[config.mk]
export PLATFORM = sky130hd
export DESIGN_NAME = pidl_ctrl
export DESIGN_NICKNAME = d
export VERILOG_FILES = /design/src/hw/rtl/pidl_pkg.sv /design/src/hw/rtl/pidl_ctrl.sv
export SDC_FILE = /design/constraint.sdc
export NUM_CORES = 1
export LEC_CHECK = 0
export BUFFER_PORTS_ARGS = -buffer_cell sky130_fd_sc_hd__buf_2
export CAP_MARGIN = 20
export CORE_UTILIZATION = 40
export DETAILED_ROUTE_END_ITERATION = 7
export HOLD_SLACK_MARGIN = 0.12
export PLACE_DENSITY = 0.68
export RECOVER_POWER = 25
export SETUP_SLACK_MARGIN = 0.02
export SLEW_MARGIN = 20
export SYNTH_ARGS = -nofsm -noshare
export SYNTH_HDL_FRONTEND = slang
export SYNTH_SLANG_ARGS = --single-unit
[constraint.sdc]
create_clock -name i_clk -period 4.5 [get_ports i_clk]
set_clock_uncertainty 0.05 [all_clocks]
set_input_delay 0.675 -clock i_clk [delete_from_list [all_inputs] [get_ports i_clk]]
set_output_delay 0.675 -clock i_clk [all_outputs]
set_load 0.05 [all_outputs]
[src/hw/rtl/pidl_pkg.sv]
package pidl_pkg;

    localparam int CAPACITY = 64;
    localparam int CNT_W    = $clog2(CAPACITY + 1);
    localparam int IDX_W    = $clog2(CAPACITY);
    localparam int POS_W    = 7;
    localparam int CMP_W    = (CNT_W > POS_W) ? CNT_W : POS_W;
    localparam int WORD_W   = 32;

    typedef logic signed [WORD_W-1:0] t_word;

    typedef enum logic [2:0] {
        CMD_PUSH   = 3'd0,
        CMD_POP    = 3'd1,
        CMD_INSERT = 3'd2,
        CMD_DELETE = 3'd3,
        CMD_READ   = 3'd4
    } t_cmd;

    typedef enum logic [1:0] {
        ST_OK     = 2'd0,
        ST_BADPOS = 2'd1,
        ST_FULL   = 2'd2,
        ST_EMPTY  = 2'd3
    } t_status;

    // broadcast from control to every cell
    typedef struct packed {
        logic             push;
        logic             insert;
        logic             delete_en;
        logic [CMP_W-1:0] pos;
        logic [CMP_W-1:0] count;
    } t_cell_cmd;

    // result of the command decode
    typedef struct packed {
        t_status          status;
        logic             read_ok;
        logic [CNT_W-1:0] cur_count;
        logic [CNT_W-1:0] new_count;
    } t_ctrl_res;

endpackage

[src/hw/rtl/pidl_ctrl.sv]
module pidl_ctrl (
    input  logic                       i_clk,
    input  logic                       i_rst_n,
    input  logic                       i_fire,
    input  logic [2:0]                 i_command,
    input  logic [pidl_pkg::POS_W-1:0] i_position,
    output pidl_pkg::t_cell_cmd        o_cmd,
    output pidl_pkg::t_ctrl_res        o_res
);
    import pidl_pkg::*;

    logic [CNT_W-1:0] r_count;
    logic [CNT_W-1:0] n_count;
    logic [CMP_W-1:0] pos_ext;
    logic [CMP_W-1:0] cnt_ext;
    logic             full;
    logic             empty;
    t_status          status;
    logic             push_ok;
    logic             ins_ok;
    logic             del_ok;
    logic             read_ok;

    assign pos_ext = CMP_W'(i_position);
    assign cnt_ext = CMP_W'(r_count);
    assign full    = (cnt_ext >= CMP_W'(CAPACITY));
    assign empty   = (r_count == '0);

    always_comb begin
        status  = ST_OK;
        n_count = r_count;
        push_ok = 1'b0;
        ins_ok  = 1'b0;
        del_ok  = 1'b0;
        read_ok = 1'b0;
        case (t_cmd'(i_command))
            CMD_PUSH: begin
                if (full) begin
                    status = ST_FULL;
                end else begin
                    push_ok = 1'b1;
                    n_count = r_count + CNT_W'(1);
                end
            end
            CMD_POP: begin
                if (empty) begin
                    status = ST_EMPTY;
                end else begin
                    n_count = r_count - CNT_W'(1);
                end
            end
            CMD_INSERT: begin
                if (pos_ext > cnt_ext) begin
                    status = ST_BADPOS;
                end else if (full) begin
                    status = ST_FULL;
                end else begin
                    ins_ok  = 1'b1;
                    n_count = r_count + CNT_W'(1);
                end
            end
            CMD_DELETE: begin
                if (empty) begin
                    status = ST_EMPTY;
                end else if (pos_ext >= cnt_ext) begin
                    status = ST_BADPOS;
                end else begin
                    del_ok  = 1'b1;
                    n_count = r_count - CNT_W'(1);
                end
            end
            CMD_READ: begin
                if (empty) begin
                    status = ST_EMPTY;
                end else if (pos_ext >= cnt_ext) begin
                    status = ST_BADPOS;
                end else begin
                    read_ok = 1'b1;
                end
            end
            default: begin
                status = ST_OK;
            end
        endcase
    end

    always_ff @(posedge i_clk) begin
        if (!i_rst_n) begin
            r_count <= '0;
        end else if (i_fire) begin
            r_count <= n_count;
        end
    end

    assign o_cmd.push      = i_fire & push_ok;
    assign o_cmd.insert    = i_fire & ins_ok;
    assign o_cmd.delete_en = i_fire & del_ok;
    assign o_cmd.pos       = pos_ext;
    assign o_cmd.count     = cnt_ext;

    assign o_res.status    = status;
    assign o_res.read_ok   = read_ok;
    assign o_res.cur_count = r_count;
    assign o_res.new_count = n_count;

endmodule

==> summary.md <==
| Metric | Value |
|---|---|
| Layout cells sized above 1 | `approximately a quarter` |
| Reg2Reg Depth | `8` |
| Post-CTS Resized | `0` |
| Distinct cells, synth | `46` |
| Buffers on Ports | `46` |
| Maximum vdd drop | `around 0.00016 V` |
| Synth top area share | `about 12%` |
| Critical path peak fanout | `8` |
| Worst EP required | `3.77 ns` |
| Post-Syn Instances | `~160` |
| Share of flip-flops with an asynchronous set or reset | `0%` |
| Avg WL per Cell | `15.5 um` |
| Worst Setup Path Type | `flop to primary output` |
| Hold path depth | `1` |
| Hold Path Class | `flop to flop` |
| Critical R2R Launch | `cnt_ext[6]` |
| Worst-skew pair later-pin latency | `0.26 ns` |
| Final Hold Fails | `0` |
| Crit path launch type | `flop` |
| Clock transition at path regs | `0.06 ns` |
| Post-CTS Setup Inserts | `0` |
| Pwr per Cell Area | `194 nW/um^2` |
| Post-synthesis sequential area ratio | `11.6%` |
| Hold endpoint | `cnt_ext[4]` |
| Slew margin rel. | `between 60% and 70%` |
| Primary FF master, synth | `dfxtp_1` |
| Number of synthesized flops with an enable pin | `0` |
| Routed vias | `~1,300` |
| WL final | `around 3500 um` |
| Die width | `between 50 and 60 um` |
| CTS tree | `done` |
| Syn nets | `roughly 190` |
| Crit path DAT | `3.16 ns` |
| Clock root buffer | `clkbuf_4` |
| Final number of setup-violating endpoints | `0` |
| Placed wire-length estimate | `approximately 2700 um` |
| Number of global-route vias before repair | `roughly 1,200` |
| Clock buffer depth | `2` |
| Largest register FFs | `7` |
| FF+latch count, synth | `7` |
| Tot Pwr | `256 uW` |
| Grt total ovfl | `0` |
| Number of core rows | `19` |
| Cts bufs inserted | `3` |
| RSZ-0062 raised after global routing | `no` |
| H-tree levels | `1` |
| Area Growth Syn to Fin | `9.00%` |
| Sink Count | `7` |
| Initial antenna violation count | `0` |
| Final Instance Area | `approximately 1300 um^2` |
| Die Ht | `~57 um` |
| Worst-Margin Slew | `just under 0.6 ns` |
| Post-route ant nets | `0` |
| Leak | `~0.00056 uW` |
| Worst setup margin | `0.618 ns` |
| Final Max Tran Viols | `0` |
| Post-synth top area cell | `dfxtp_1` |
| First-pass DRT Iterations | `6` |
| Violated checks | `DRC` |
| Initial Utilization | `a little over two fifths` |
| DRC violations left | `8` |
| R2R Setup Slk | `about 1.7 ns` |
| Synth Warn # | `0` |
| Post-DP Area | `between 1000 and 1500 um^2` |
| Total GRT Usage | `a little over a fifth` |
| Initial DRC Count | `80` |
| Die footprint | `~3200 um^2` |
| Boundary Pins | `47` |
| Core area | `2810 um^2` |
| Fin crit period | `roughly 3.9 ns` |
| Post-Syn Area | `1210 um^2` |
| Synth Area per Inst | `~7.4 um^2` |
| CTS Hold Bufs | `0` |
| First-pass GRT wire length | `5580 um` |
| Max-Cap Viols | `0` |
| HP Start | `cnt_ext[4]` |
| R2r endpoint | `cnt_ext[6]` |
| Max Freq | `between 200 and 300 MHz` |
| Critical path endpoint category | `primary output` |
| Pin count of the biggest net entering global routing | `14` |
| Setup TNS | `0 ns` |
| Via/cell ratio | `between 5 and 6` |
| Dpl ws | `around 0.97 ns` |
| # fillers | `308` |
| Ant. Diodes | `0` |
| Top cells by area, synth | `dfxtp_1 12%, buf_4 9.3%, ha_1 9.3%` |
| GPL Wtd Cong | `approximately 1.0` |
| Status | `finished with violations` |
| Nets | `216` |
| Final period util | `between 80 and 90%` |
## layout make-up
| type | instances | area [um^2] | area share [%] |
|---|---|---|---|
| timing repair buffer | 46 | 218 | 16.5 |
| tap | 31 | 38.8 | 2.94 |
| sequential | 7 | 140 | 10.6 |
| inverter | 13 | 48.8 | 3.70 |
| multi-input combinational | 123 | 847 | 64.2 |
| clock buffer | 4 | 26.3 | 1.99 |
## layout by cell type, fill, tap and decap left out, types with 2 or more instances in the layout
| cell | n |
|---|---|
| o21ai_0 | 10 |
| buf_2 | 36 |
| nor4_1 | 3 |
| clkbuf_1 | 11 |
| a21oi_1 | 11 |
| nor2b_1 | 2 |
| nor3_1 | 3 |
| ha_1 | 9 |
| o21a_1 | 2 |
| xnor2_1 | 8 |
| nand4_1 | 4 |
| nor3b_1 | 2 |
| o22ai_1 | 4 |
| and3_1 | 2 |
| inv_1 | 12 |
| clkbuf_4 | 3 |
| o21ai_1 | 2 |
| o32ai_1 | 4 |
| nor2_1 | 10 |
| dfxtp_1 | 7 |
| nand2_1 | 16 |
| nand3_1 | 5 |
| o22a_1 | 4 |
## critical path, stage by stage, from the launching register on
cell      delay [ns]
dfxtp_1         0.50
clkinv_1        0.34
ha_1            0.43
a21oi_1         0.24
o22ai_1         0.13
a31oi_1         0.37
nand4_1         0.23
o21a_1          0.18
o31ai_1         0.18
buf_2           0.30
## worst max path at each step
stage                        startpoint        to  slack (ns)
after floorplan              cnt_ext[6]  o_res[4]        0.21
after detailed placement  i_position[2]  o_res[4]        0.97
after CTS                    cnt_ext[6]  o_res[4]        0.71
after global placement    i_position[2]  o_res[4]        1.01
final                        cnt_ext[6]  o_res[4]        0.62
after global routing         cnt_ext[6]  o_res[4]        0.36
## report_power, final
part / internal [uW] / total, uW / switching [uW]
registers: 63.2 / 66.3 / 3.03
logic: 37.4 / 130 / 92.2
clock network: 34.0 / 60.2 / 26.1
total: 135 / 256 / 121
## per-stage QoR
stage	util, %	cells	hold slack [ns]
global placement	46.5	220	0.542
CTS	47.5	224	0.559
finish	47.0	224	0.553
global route	47.0	224	0.597
detailed placement	46.5	220	0.551
floorplan	-	163	0.719
## logic make-up (layout without fill, tap and decap cells)
kind of cell | Yosys count | after routing | share of synthesized area, %
muxes | 1 | 1 | 0.827
AOI/OAI and AO/OA | 51 | 51 | 29.7
buffers and inverters | 33 | 63 | 18.4
DFF | 7 | 7 | 11.6
xor gates and xnor gates | 8 | 8 | 5.79
and+or+nand+nor | 54 | 54 | 24.4
adders and majority gates | 9 | 9 | 9.31
## cells in the mapped netlist (all sizes together), types with 4 or more instances
cell type / n
buf: 18
dfxtp: 7
o21ai: 12
a21oi: 12
nand3: 5
o22a: 4
nor2: 10
nand2: 16
o22ai: 4
xnor2: 8
nand4: 4
o32ai: 4
ha: 9
inv: 12
## routing by layer
metal	GRT usage (%)	up-vias	routed length [um]
met3	4.08	8	274
met1	28.2	608	1570
met5	0	-	0
li1	-	650	-
met2	34.3	74	1560
met4	10.5	0	74
Power figures use the tool's default switching activity.
