==> config.mk <==
export PLATFORM = sky130hd
export DESIGN_NAME = pidl_cell
export DESIGN_NICKNAME = d
export VERILOG_FILES = /design/src/hw/rtl/pidl_pkg.sv /design/src/hw/rtl/pidl_cell.sv
export SDC_FILE = /design/constraint.sdc
export NUM_CORES = 1
export LEC_CHECK = 0
export BUFFER_PORTS_ARGS = -buffer_cell sky130_fd_sc_hd__buf_2
export CAP_MARGIN = 5
export CORE_MARGIN = 1
export CORE_UTILIZATION = 41
export DETAILED_ROUTE_END_ITERATION = 7
export GPL_ROUTABILITY_DRIVEN = 1
export HOLD_SLACK_MARGIN = 0.15
export PLACE_DENSITY = 0.87
export SYNTH_ARGS = -nofsm -noshare
export SYNTH_HDL_FRONTEND = slang
export SYNTH_SLANG_ARGS = --single-unit
export TNS_END_PERCENT = 5
==> constraint.sdc <==
create_clock -name i_clk -period 7.4 [get_ports i_clk]
set_input_delay 0.37 -clock i_clk [delete_from_list [all_inputs] [get_ports i_clk]]
set_output_delay 0.37 -clock i_clk [all_outputs]
set_load 0.02 [all_outputs]
==> src/hw/rtl/pidl_pkg.sv <==
package pidl_pkg;

    localparam int CAPACITY = 64;
    localparam int CNT_W    = $clog2(CAPACITY + 1);
    localparam int IDX_W    = $clog2(CAPACITY);
    localparam int POS_W    = 7;
    localparam int CMP_W    = (CNT_W > POS_W) ? CNT_W : POS_W;
    localparam int WORD_W   = 32;

    typedef logic signed [WORD_W-1:0] t_word;

    typedef enum logic [2:0] {
        CMD_PUSH   = 3'd0,
        CMD_POP    = 3'd1,
        CMD_INSERT = 3'd2,
        CMD_DELETE = 3'd3,
        CMD_READ   = 3'd4
    } t_cmd;

    typedef enum logic [1:0] {
        ST_OK     = 2'd0,
        ST_BADPOS = 2'd1,
        ST_FULL   = 2'd2,
        ST_EMPTY  = 2'd3
    } t_status;

    // broadcast from control to every cell
    typedef struct packed {
        logic             push;
        logic             insert;
        logic             delete_en;
        logic [CMP_W-1:0] pos;
        logic [CMP_W-1:0] count;
    } t_cell_cmd;

    // result of the command decode
    typedef struct packed {
        t_status          status;
        logic             read_ok;
        logic [CNT_W-1:0] cur_count;
        logic [CNT_W-1:0] new_count;
    } t_ctrl_res;

endpackage

==> src/hw/rtl/pidl_cell.sv <==
module pidl_cell (
    input  logic                       i_clk,
    input  logic [pidl_pkg::CMP_W-1:0] i_index,
    input  pidl_pkg::t_cell_cmd        i_cmd,
    input  pidl_pkg::t_word            i_value,
    input  pidl_pkg::t_word            i_left,
    input  pidl_pkg::t_word            i_right,
    output pidl_pkg::t_word            o_word
);
    import pidl_pkg::*;

    t_word r_word;
    t_word n_word;

    always_comb begin
        n_word = r_word;
        if (i_cmd.push) begin
            if (i_index == i_cmd.count) begin
                n_word = i_value;
            end
        end else if (i_cmd.insert) begin
            if (i_index == i_cmd.pos) begin
                n_word = i_value;
            end else if (i_index > i_cmd.pos) begin
                n_word = i_left;
            end
        end else if (i_cmd.delete_en) begin
            if (i_index >= i_cmd.pos) begin
                n_word = i_right;
            end
        end
    end

    always_ff @(posedge i_clk) begin
        r_word <= n_word;
    end

    assign o_word = r_word;

endmodule

==> impl_metrics.tcl, run 1 <==
set metrics [dict create \
    grt_pass1_vias 2186 \
    cts_setup_buffers 0 \
    status "finished clean" \
    p_leak_uw 0.00131 \
    synth_nets 316 \
    route.detailed.drc 0 \
    setup-tns-final_ps 0 \
    ys_async_sr_fraction 0 \
    cp_cell_sequence "buf_2 > inv_1 > o21ai_4 > o22ai_1 > a21oi_1" \
    ys_types 29 \
    synth_top_family_by_area "compound AO/OA/AOI/OAI gates" \
    final-hold-violation-count 0 \
    largest_reg_flops 32 \
    cp-startpoint "i_cmd[16]" \
    crit_path_end "o_word[19]" \
    clock_sinks 32 \
    power.density_nw_per_um2 179 \
    initial_core_util 0.431 \
    peakVddDrop_mv 0.0841 \
    core_area_um2 4790 \
    ys_ff_latch 32 \
    grt_max_degree 37 \
    cts_buffers 5 \
    synth_area_per_cell_um2 11.0 \
    worst_pin_slew_ps 1080 \
    cts_max_level 2 \
    min_period_over_period 0.300 \
    yosys.area_share.simple 0.0388 \
    routed_via_density 5.44 \
    grt_overflow 0 \
    synth-compound-area-share 0.355 \
    cap_violations 0 \
    clock_path_buffers 2 \
    final_max_slew_viol_count 0 \
    place_inst 392 \
    min_period_ps 2220 \
    synth_adder_area_share 0.0424 \
    yosys-top-cells-count "o22ai_1, a21oi_1, edfxtp_1" \
    crit_type "in2reg" \
    cts.clk_slew.worst_paths_ps 60 \
    yosysTopAreaCell "edfxtp_1" \
    yosysMostFrequentCell "o22ai_1" \
    max_clock_freq_mhz 451 \
    first_pass_iters 4 \
    cp_slowest_stage_delay_ps 780 \
    dieArea_um2 5320 \
    final_cells 400 \
    port_buffers 152 \
    die_w_um 72.9 \
    crit_fanout 33 \
    vias 2175 \
    gp_congestion 0.802 \
    grt_pass1_wl_um 9060 \
    drt-total-wl_um 5710 \
    ant_nets 0 \
    arrival_ps 2210 \
    synth_area_leaders "edfxtp_1, o22ai_1, o22ai_2, a21oi_1, ha_1" \
    drive_gt1_frac 0.556 \
    diodes 0 \
    dpl.hpwl_um 4350 \
    ys_warn_count 0 \
    cts_hold_buf 0 \
    setup_viol 0 \
    grt_use_total 0.218 \
    die_y_um 72.9 \
    slowest_stage "inv_1" \
    final_net_count 460 \
    synth.mux.area_fraction 0 \
    critPathLaunchType "primary input" \
    syn2layout_area_growth_pct 42.6 \
    wl_per_cell_um 14.3 \
    synth_xor_xnor_area_share 0.0297 \
    cts-root-buf "clkbuf_8" \
    antenna_found_initial 0 \
    worst_ep_required_time_ps 7390 \
    syn-cell-area_um2 2060 \
    ys_seq_area_frac 0.466 \
    synth_top_area_share 0.466 \
    placement_rows 25 \
    num_io_pins 153 \
    synth-edff-count 32 \
    grt_setup_unrepaired "false" \
    cts_tree "done" \
    setup.worst_path.end_class "register" \
    cts_resized 0 \
    hold_path.class "in2reg" \
    ys.flop_type "edfxtp_1" \
    netlist_instances 188 \
    drt_iter0_markers 78 \
    max_slew_margin 0.278 \
]
cell usage in the layout, fill, tap and decap left out, types with 2 or more instances in the layout:
| cell | instances |
|---|---|
| a21oi_1 | 32 |
| buf_2 | 152 |
| buf_4 | 3 |
| clkbuf_8 | 5 |
| clkinv_1 | 2 |
| edfxtp_1 | 32 |
| ha_1 | 7 |
| inv_1 | 8 |
| nand2_1 | 2 |
| nand3_1 | 2 |
| nor2_1 | 2 |
| nor2b_1 | 2 |
| nor4_1 | 2 |
| o22ai_1 | 42 |
| o22ai_2 | 20 |
| xor2_1 | 7 |
layer usage:
metal | vias to the layer above | global-route usage | share of wire
li1 | 1047 | - | -
met1 | 1008 | 0.232 | 0.38
met2 | 112 | 0.410 | 0.54
met3 | 8 | 0.0483 | 0.066
met4 | 0 | 0.0915 | 0.015
met5 | - | 0 | 0
worst min-delay path by stage:
| stage | startpoint | to | slack, ps | depth (start not counted) |
|---|---|---|---|---|
| 6_report | i_value[30] | o_word[30] | 390 | 2 |
| 5_1_grt | i_value[30] | o_word[30] | 390 | 2 |
| 4_1_cts | i_value[30] | o_word[30] | 380 | 2 |
| 3_5_place_dp | i_value[30] | o_word[30] | 660 | 2 |
| 3_3_place_gp | i_value[30] | o_word[30] | 670 | 2 |
| 2_1_floorplan | i_value[30] | o_word[30] | 560 | 1 |
power by group:
group | total [µW] | switching (µW) | leakage, µW | internal, µW
combinational | 141 | 80.7 | 0.000957 | 59.8
clock | 159 | 61.4 | 0.0000532 | 98.0
sequential | 228 | 4.48 | 0.000304 | 223
total | 527 | 146 | 0.00131 | 381
critical path: cells and delay by family:
kind | cells | cell delay [ps]
AOI/OAI and AO/OA | 3 | 910
buffers and inverters | 2 | 910
cell families after synthesis:
group	Yosys count
xor+xnor	7
compound gates	102
fa+ha+maj	7
buf+inv	26
simple gates	14
flops	32
final cells by class:
cell class	count	area, µm²
Fill cell	411	1840
Multi-Input combinational cell	130	977
Sequential cell	32	961
Timing Repair Buffer	155	783
Tap cell	67	83.8
Clock buffer	5	68.8
Clock inverter	3	37.5
Inverter	8	30.0
metrics by stage:
step / utilization / hold WS (ps) / power (µW) / setup slack [ps] / instance area, µm²
2_1_floorplan: - / 564 / 310 / 2050 / 2060
3_3_place_gp: 0.592 / 672 / 368 / 4980 / 2840
3_5_place_dp: 0.592 / 663 / 372 / 4900 / 2840
4_1_cts: 0.615 / 378 / 533 / 5220 / 2940
5_1_grt: 0.615 / 395 / 554 / 5030 / 2940
6_report: 0.615 / 391 / 527 / 5180 / 2940
(Power assumes the default switching activity.)
==> inputs of run 2 (changes only) <==
--- a/config.mk
+++ b/config.mk
@@ -8,11 +8,11 @@
 export BUFFER_PORTS_ARGS = -buffer_cell sky130_fd_sc_hd__buf_2
 export CAP_MARGIN = 5
 export CORE_MARGIN = 1
-export CORE_UTILIZATION = 41
+export CORE_UTILIZATION = 37
 export DETAILED_ROUTE_END_ITERATION = 7
 export GPL_ROUTABILITY_DRIVEN = 1
 export HOLD_SLACK_MARGIN = 0.15
-export PLACE_DENSITY = 0.87
+export PLACE_DENSITY = 0.84
 export SYNTH_ARGS = -nofsm -noshare
 export SYNTH_HDL_FRONTEND = slang
 export SYNTH_SLANG_ARGS = --single-unit
==> constraint.sdc (replaced) <==
create_clock -name i_clk -period 1.9 [get_ports i_clk]
set_input_delay 0.095 -clock i_clk [delete_from_list [all_inputs] [get_ports i_clk]]
set_output_delay 0.095 -clock i_clk [all_outputs]
set_load 0.02 [all_outputs]
==> impl_metrics.tcl, run 2 (synthesis results as in run 1) <==
set metrics [dict create \
    status "finished clean" \
    grt_setup_unrepaired "false" \
    clock_sinks 32 \
    arrival_ps 1520 \
    min_period_ps 1540 \
    cp-startpoint "i_cmd[13]" \
    crit_fanout 19 \
    die_w_um 76.7 \
    cts_buffers 5 \
    min_period_over_period 0.811 \
    min_from "i_right[9]" \
    power.density_nw_per_um2 625 \
    routed_via_density 5.25 \
    final_max_slew_viol_count 0 \
    grt_overflow 0 \
    p_total_uw 1970 \
    cap_violations 0 \
    final_common_cell "buf_2" \
    fillers 443 \
    critPathTopFamily "compound AO/OA/AOI/OAI gates" \
    layout_common_cells "buf_2, o22ai_1, a21oi_1, edfxtp_1, o22ai_2" \
    ant_nets 0 \
    power_frac_seq 0.449 \
    core_area_um2 5240 \
    setup.worst_path.end_class "register" \
    final-hold-violation-count 0 \
    cts_resized 0 \
    dpl.hpwl_um 4760 \
    critPathLaunchType "primary input" \
    drt_iter0_markers 44 \
    largest_reg_flops 32 \
    internal_power_uw 1390 \
    p_sw_frac 0.295 \
    setup-tns-final_ps 0 \
    power_frac_clock 0.233 \
    drt-total-wl_um 6210 \
    dieArea_um2 5880 \
    vias 2149 \
    p_leak_uw 0.00135 \
    worst_ep_required_time_ps 1880 \
    stdcell_area_um2 3150 \
    cp_slowest_stage_delay_ps 400 \
    wl_per_cell_um 15.2 \
    cts-root-buf "clkbuf_8" \
    syn2layout_area_growth_pct 52.8 \
    grt_max_degree 32 \
    drive_gt1_frac 0.602 \
    grt_pass1_wl_um 9940 \
    antenna_found_initial 0 \
    gp_congestion 0.762 \
    p_sw_uw 581 \
    grt_pass1_vias 2209 \
    cts.clk_slew.worst_paths_ps 60 \
    diodes 0 \
    route.detailed.drc 0 \
    path_buf_inv 3 \
    slowest_stage "o311ai_4" \
    die_y_um 76.7 \
    cp_cell_sequence "buf_2 > inv_12 > ha_4 > nand4_4 > nor2_4 > a211oi_2 > o311ai_4 > buf_12" \
    setup_viol 0 \
    cts_tree "done" \
    first_pass_iters 4 \
    cts_max_level 2 \
    port_buffers 152 \
    final_net_count 467 \
    crit_type "in2reg" \
    clock_path_buffers 2 \
    grt_use_total 0.215 \
    timing.hold.ws_ps 177 \
    initial_core_util 0.394 \
    peakVddDrop_mv 0.287 \
    dpl_cell_area_um2 3070 \
    num_io_pins 153 \
    hold_path.class "in2reg" \
    max_slew_margin 0.576 \
    p_comb_frac 0.318 \
    max_clock_freq_mhz 649 \
    placement_rows 26 \
    worst_pin_slew_ps 635 \
]
run 2: cell count changes in the layout (fill, tap and decap cells not counted), sizes merged:
cell / before / now
dlygate4sd3: 0 / 1
buf: 155 / 161
bufinv: 1 / 0
run 2: cell type report:
type | instances | area, µm² | area share
Clock inverter | 2 | 7.51 | 0.00238
Clock buffer | 5 | 68.8 | 0.0218
Timing Repair Buffer | 162 | 876 | 0.278
Sequential cell | 32 | 961 | 0.305
Tap cell | 70 | 87.6 | 0.0278
Inverter | 8 | 42.5 | 0.0135
Multi-Input combinational cell | 130 | 1110 | 0.352
run 2: timing repair:
item	4_1_cts	5_1_grt
hold buffers	1	0
endpoints found under the hold margin	1	0
setup buffers	0	0
run 2: worst paths after layout:
check | end | slack [ps] | cells after the start
max | o_word[29] | 360 | 8
min | o_word[9] | 180 | 3
run 2: per-layer routing:
metal / routed length [µm] / track usage
met5: 0 / 0
met4: 72 / 0.0615
met3: 415 / 0.0524
met2: 3200 / 0.404
met1: 2520 / 0.235
run 2: per-stage QoR:
step,worst slack (ps),utilization,std cells
floorplan,-136,-,188
global placement,121,0.585,401
detailed placement,67.7,0.585,401
CTS,356,0.602,409
global route,234,0.602,409
finish,360,0.602,409
run 2: tightest hold or removal path, delay by kind of cell:
family,cells,cell delay [ps]
AO/OA/AOI/OAI,2,160
buffers and inverters,1,80
run 2: power groups by stage:
stage          Combinational (µW)  Sequential [µW]  Clock [µW]
3_3_place_gp                  605              898           0
3_5_place_dp                  625              901           0
5_1_grt                       677              893         503
6_report                      626              885         459
2_1_floorplan                 240              998           0
4_1_cts                       629              886         474
==> inputs of run 3 (changes only) <==
==> constraint.sdc (replaced) <==
create_clock -name i_clk -period 1.41 [get_ports i_clk]
set_input_delay 0.0705 -clock i_clk [delete_from_list [all_inputs] [get_ports i_clk]]
set_output_delay 0.0705 -clock i_clk [all_outputs]
set_load 0.02 [all_outputs]
==> impl_metrics.tcl, run 3 (synthesis results as in run 1) <==
set metrics [dict create \
    grt_max_degree 32 \
    critPathLaunchType "primary input" \
    cp_slowest_stage_delay_ps 290 \
    slowest_stage "o21ai_4" \
    grt_pass1_vias 2317 \
    syn2layout_area_growth_pct 64.2 \
    status "finished clean" \
    crit_type "in2reg" \
    die_y_um 76.7 \
    timing.hold.ws_ps 149 \
    core_area_um2 5240 \
    cts_max_level 2 \
    cts-root-buf "clkbuf_8" \
    antenna_found_initial 0 \
    min_period_over_period 0.979 \
    timing.final.ws_setup_ps 30.2 \
    initial_core_util 0.394 \
    port_buffers 152 \
    vias 2244 \
    diodes 0 \
    min_period_ps 1380 \
    worst_ep_required_time_ps 1530 \
    clock_sinks 32 \
    dp_slack_ps -337 \
    cts.clk_slew.worst_paths_ps 60 \
    hold_path.class "in2reg" \
    fillers 441 \
    drt_iter0_markers 67 \
    placement_rows 26 \
    gp_congestion 0.735 \
    final-hold-violation-count 0 \
    cap_violations 0 \
    grt_use_total 0.221 \
    ant_nets 0 \
    worst_pin_slew_ps 638 \
    regArea_um2 961 \
    drive_gt1_frac 0.640 \
    cp_cell_sequence "buf_2 > inv_2 > ha_4 > nand4_4 > buf_6 > o21ai_4 > clkbuf_16 > o22ai_1 > a21oi_1" \
    num_io_pins 153 \
    largest_reg_flops 32 \
    setup.worst_path.end_class "register" \
    setup_viol 0 \
    first_pass_iters 6 \
    dpl.hpwl_um 4980 \
    cts_tree "done" \
    grt_overflow 0 \
    peakVddDrop_mv 0.409 \
    layout_common_cells "buf_2, o22ai_1, edfxtp_1, a21oi_1, o22ai_2" \
    final_max_slew_viol_count 0 \
    clock_path_buffers 2 \
    final_net_count 481 \
    final_common_cell "buf_2" \
    cts_setup_buffers 0 \
    finish.utilization 0.647 \
    dieArea_um2 5880 \
    max_clock_freq_mhz 725 \
    drt-total-wl_um 6670 \
    grt_setup_unrepaired "true" \
    grt_pass1_wl_um 10300 \
    final_cells 423 \
    max_slew_margin 0.575 \
    die_w_um 76.7 \
    wl_per_cell_um 15.8 \
    arrival_ps 1500 \
    cts_buffers 5 \
    place_inst 411 \
    route.detailed.drc 0 \
    power.density_nw_per_um2 807 \
    routed_via_density 5.30 \
    p_leak_uw 0.00145 \
    multiInputGateArea_um2 1160 \
    crit_fanout 8 \
]
run 3: cell count changes in the layout (fill, tap and decap cells not counted), sizes merged:
cell,change
buf,+10
dlygate4sd3,+2
clkbuf,+2
run 3: cell type report:
class,count,area share
multi-input combinational,130,0.341
sequential,32,0.284
clock inverter,2,0.00222
inverter,8,0.0126
tap,70,0.0259
timing repair buffer,176,0.314
clock buffer,5,0.0203
run 3: critical path: cells and delay by family:
kind            cells  cell delay [ps]
fa+ha+maj           1              260
simple gates        1              130
buf+inv             4              530
compound gates      3              510
run 3: what timing repair did:
action                     CTS  global route
setup endpoints to repair   33            64
resized for setup            1            20
hold endpoints to repair     2             0
pin swaps                    1            24
hold buffers                 3             0
gates cloned                 0             2
run 3: path summary, 6_finish.rpt:
| check | from | endpoint | slack (ps) | depth (start not counted) |
|---|---|---|---|---|
| min | i_right[2] | o_word[2] | 150 | 3 |
| max | i_cmd[10] | o_word[15] | 30 | 9 |
run 3: stage by stage:
stage               setup TNS [ps]  power [µW]  area (µm²)
finish                           0        2730        3390
detailed placement          -18840        2080        3150
floorplan                   -20520        1670        2210
global route                  -620        2860        3390
CTS                          -6.93        2710        3260
global placement            -16700        2050        3150
run 3: routing by layer:
metal / vias up / GRT usage / wire (µm)
li1: 1090 / - / -
met1: 1028 / 0.238 / 2590
met2: 117 / 0.428 / 3520
met3: 9 / 0.0500 / 476
met4: 0 / 0.0558 / 90
met5: - / 0 / 0
run 3: power by group:
group	total, µW	switching (µW)	internal (µW)	leakage, µW
combinational	918	490	428	0.00111
sequential	1190	21.6	1170	0.000304
clock	621	296	325	0.0000391
total	2730	808	1920	0.00145
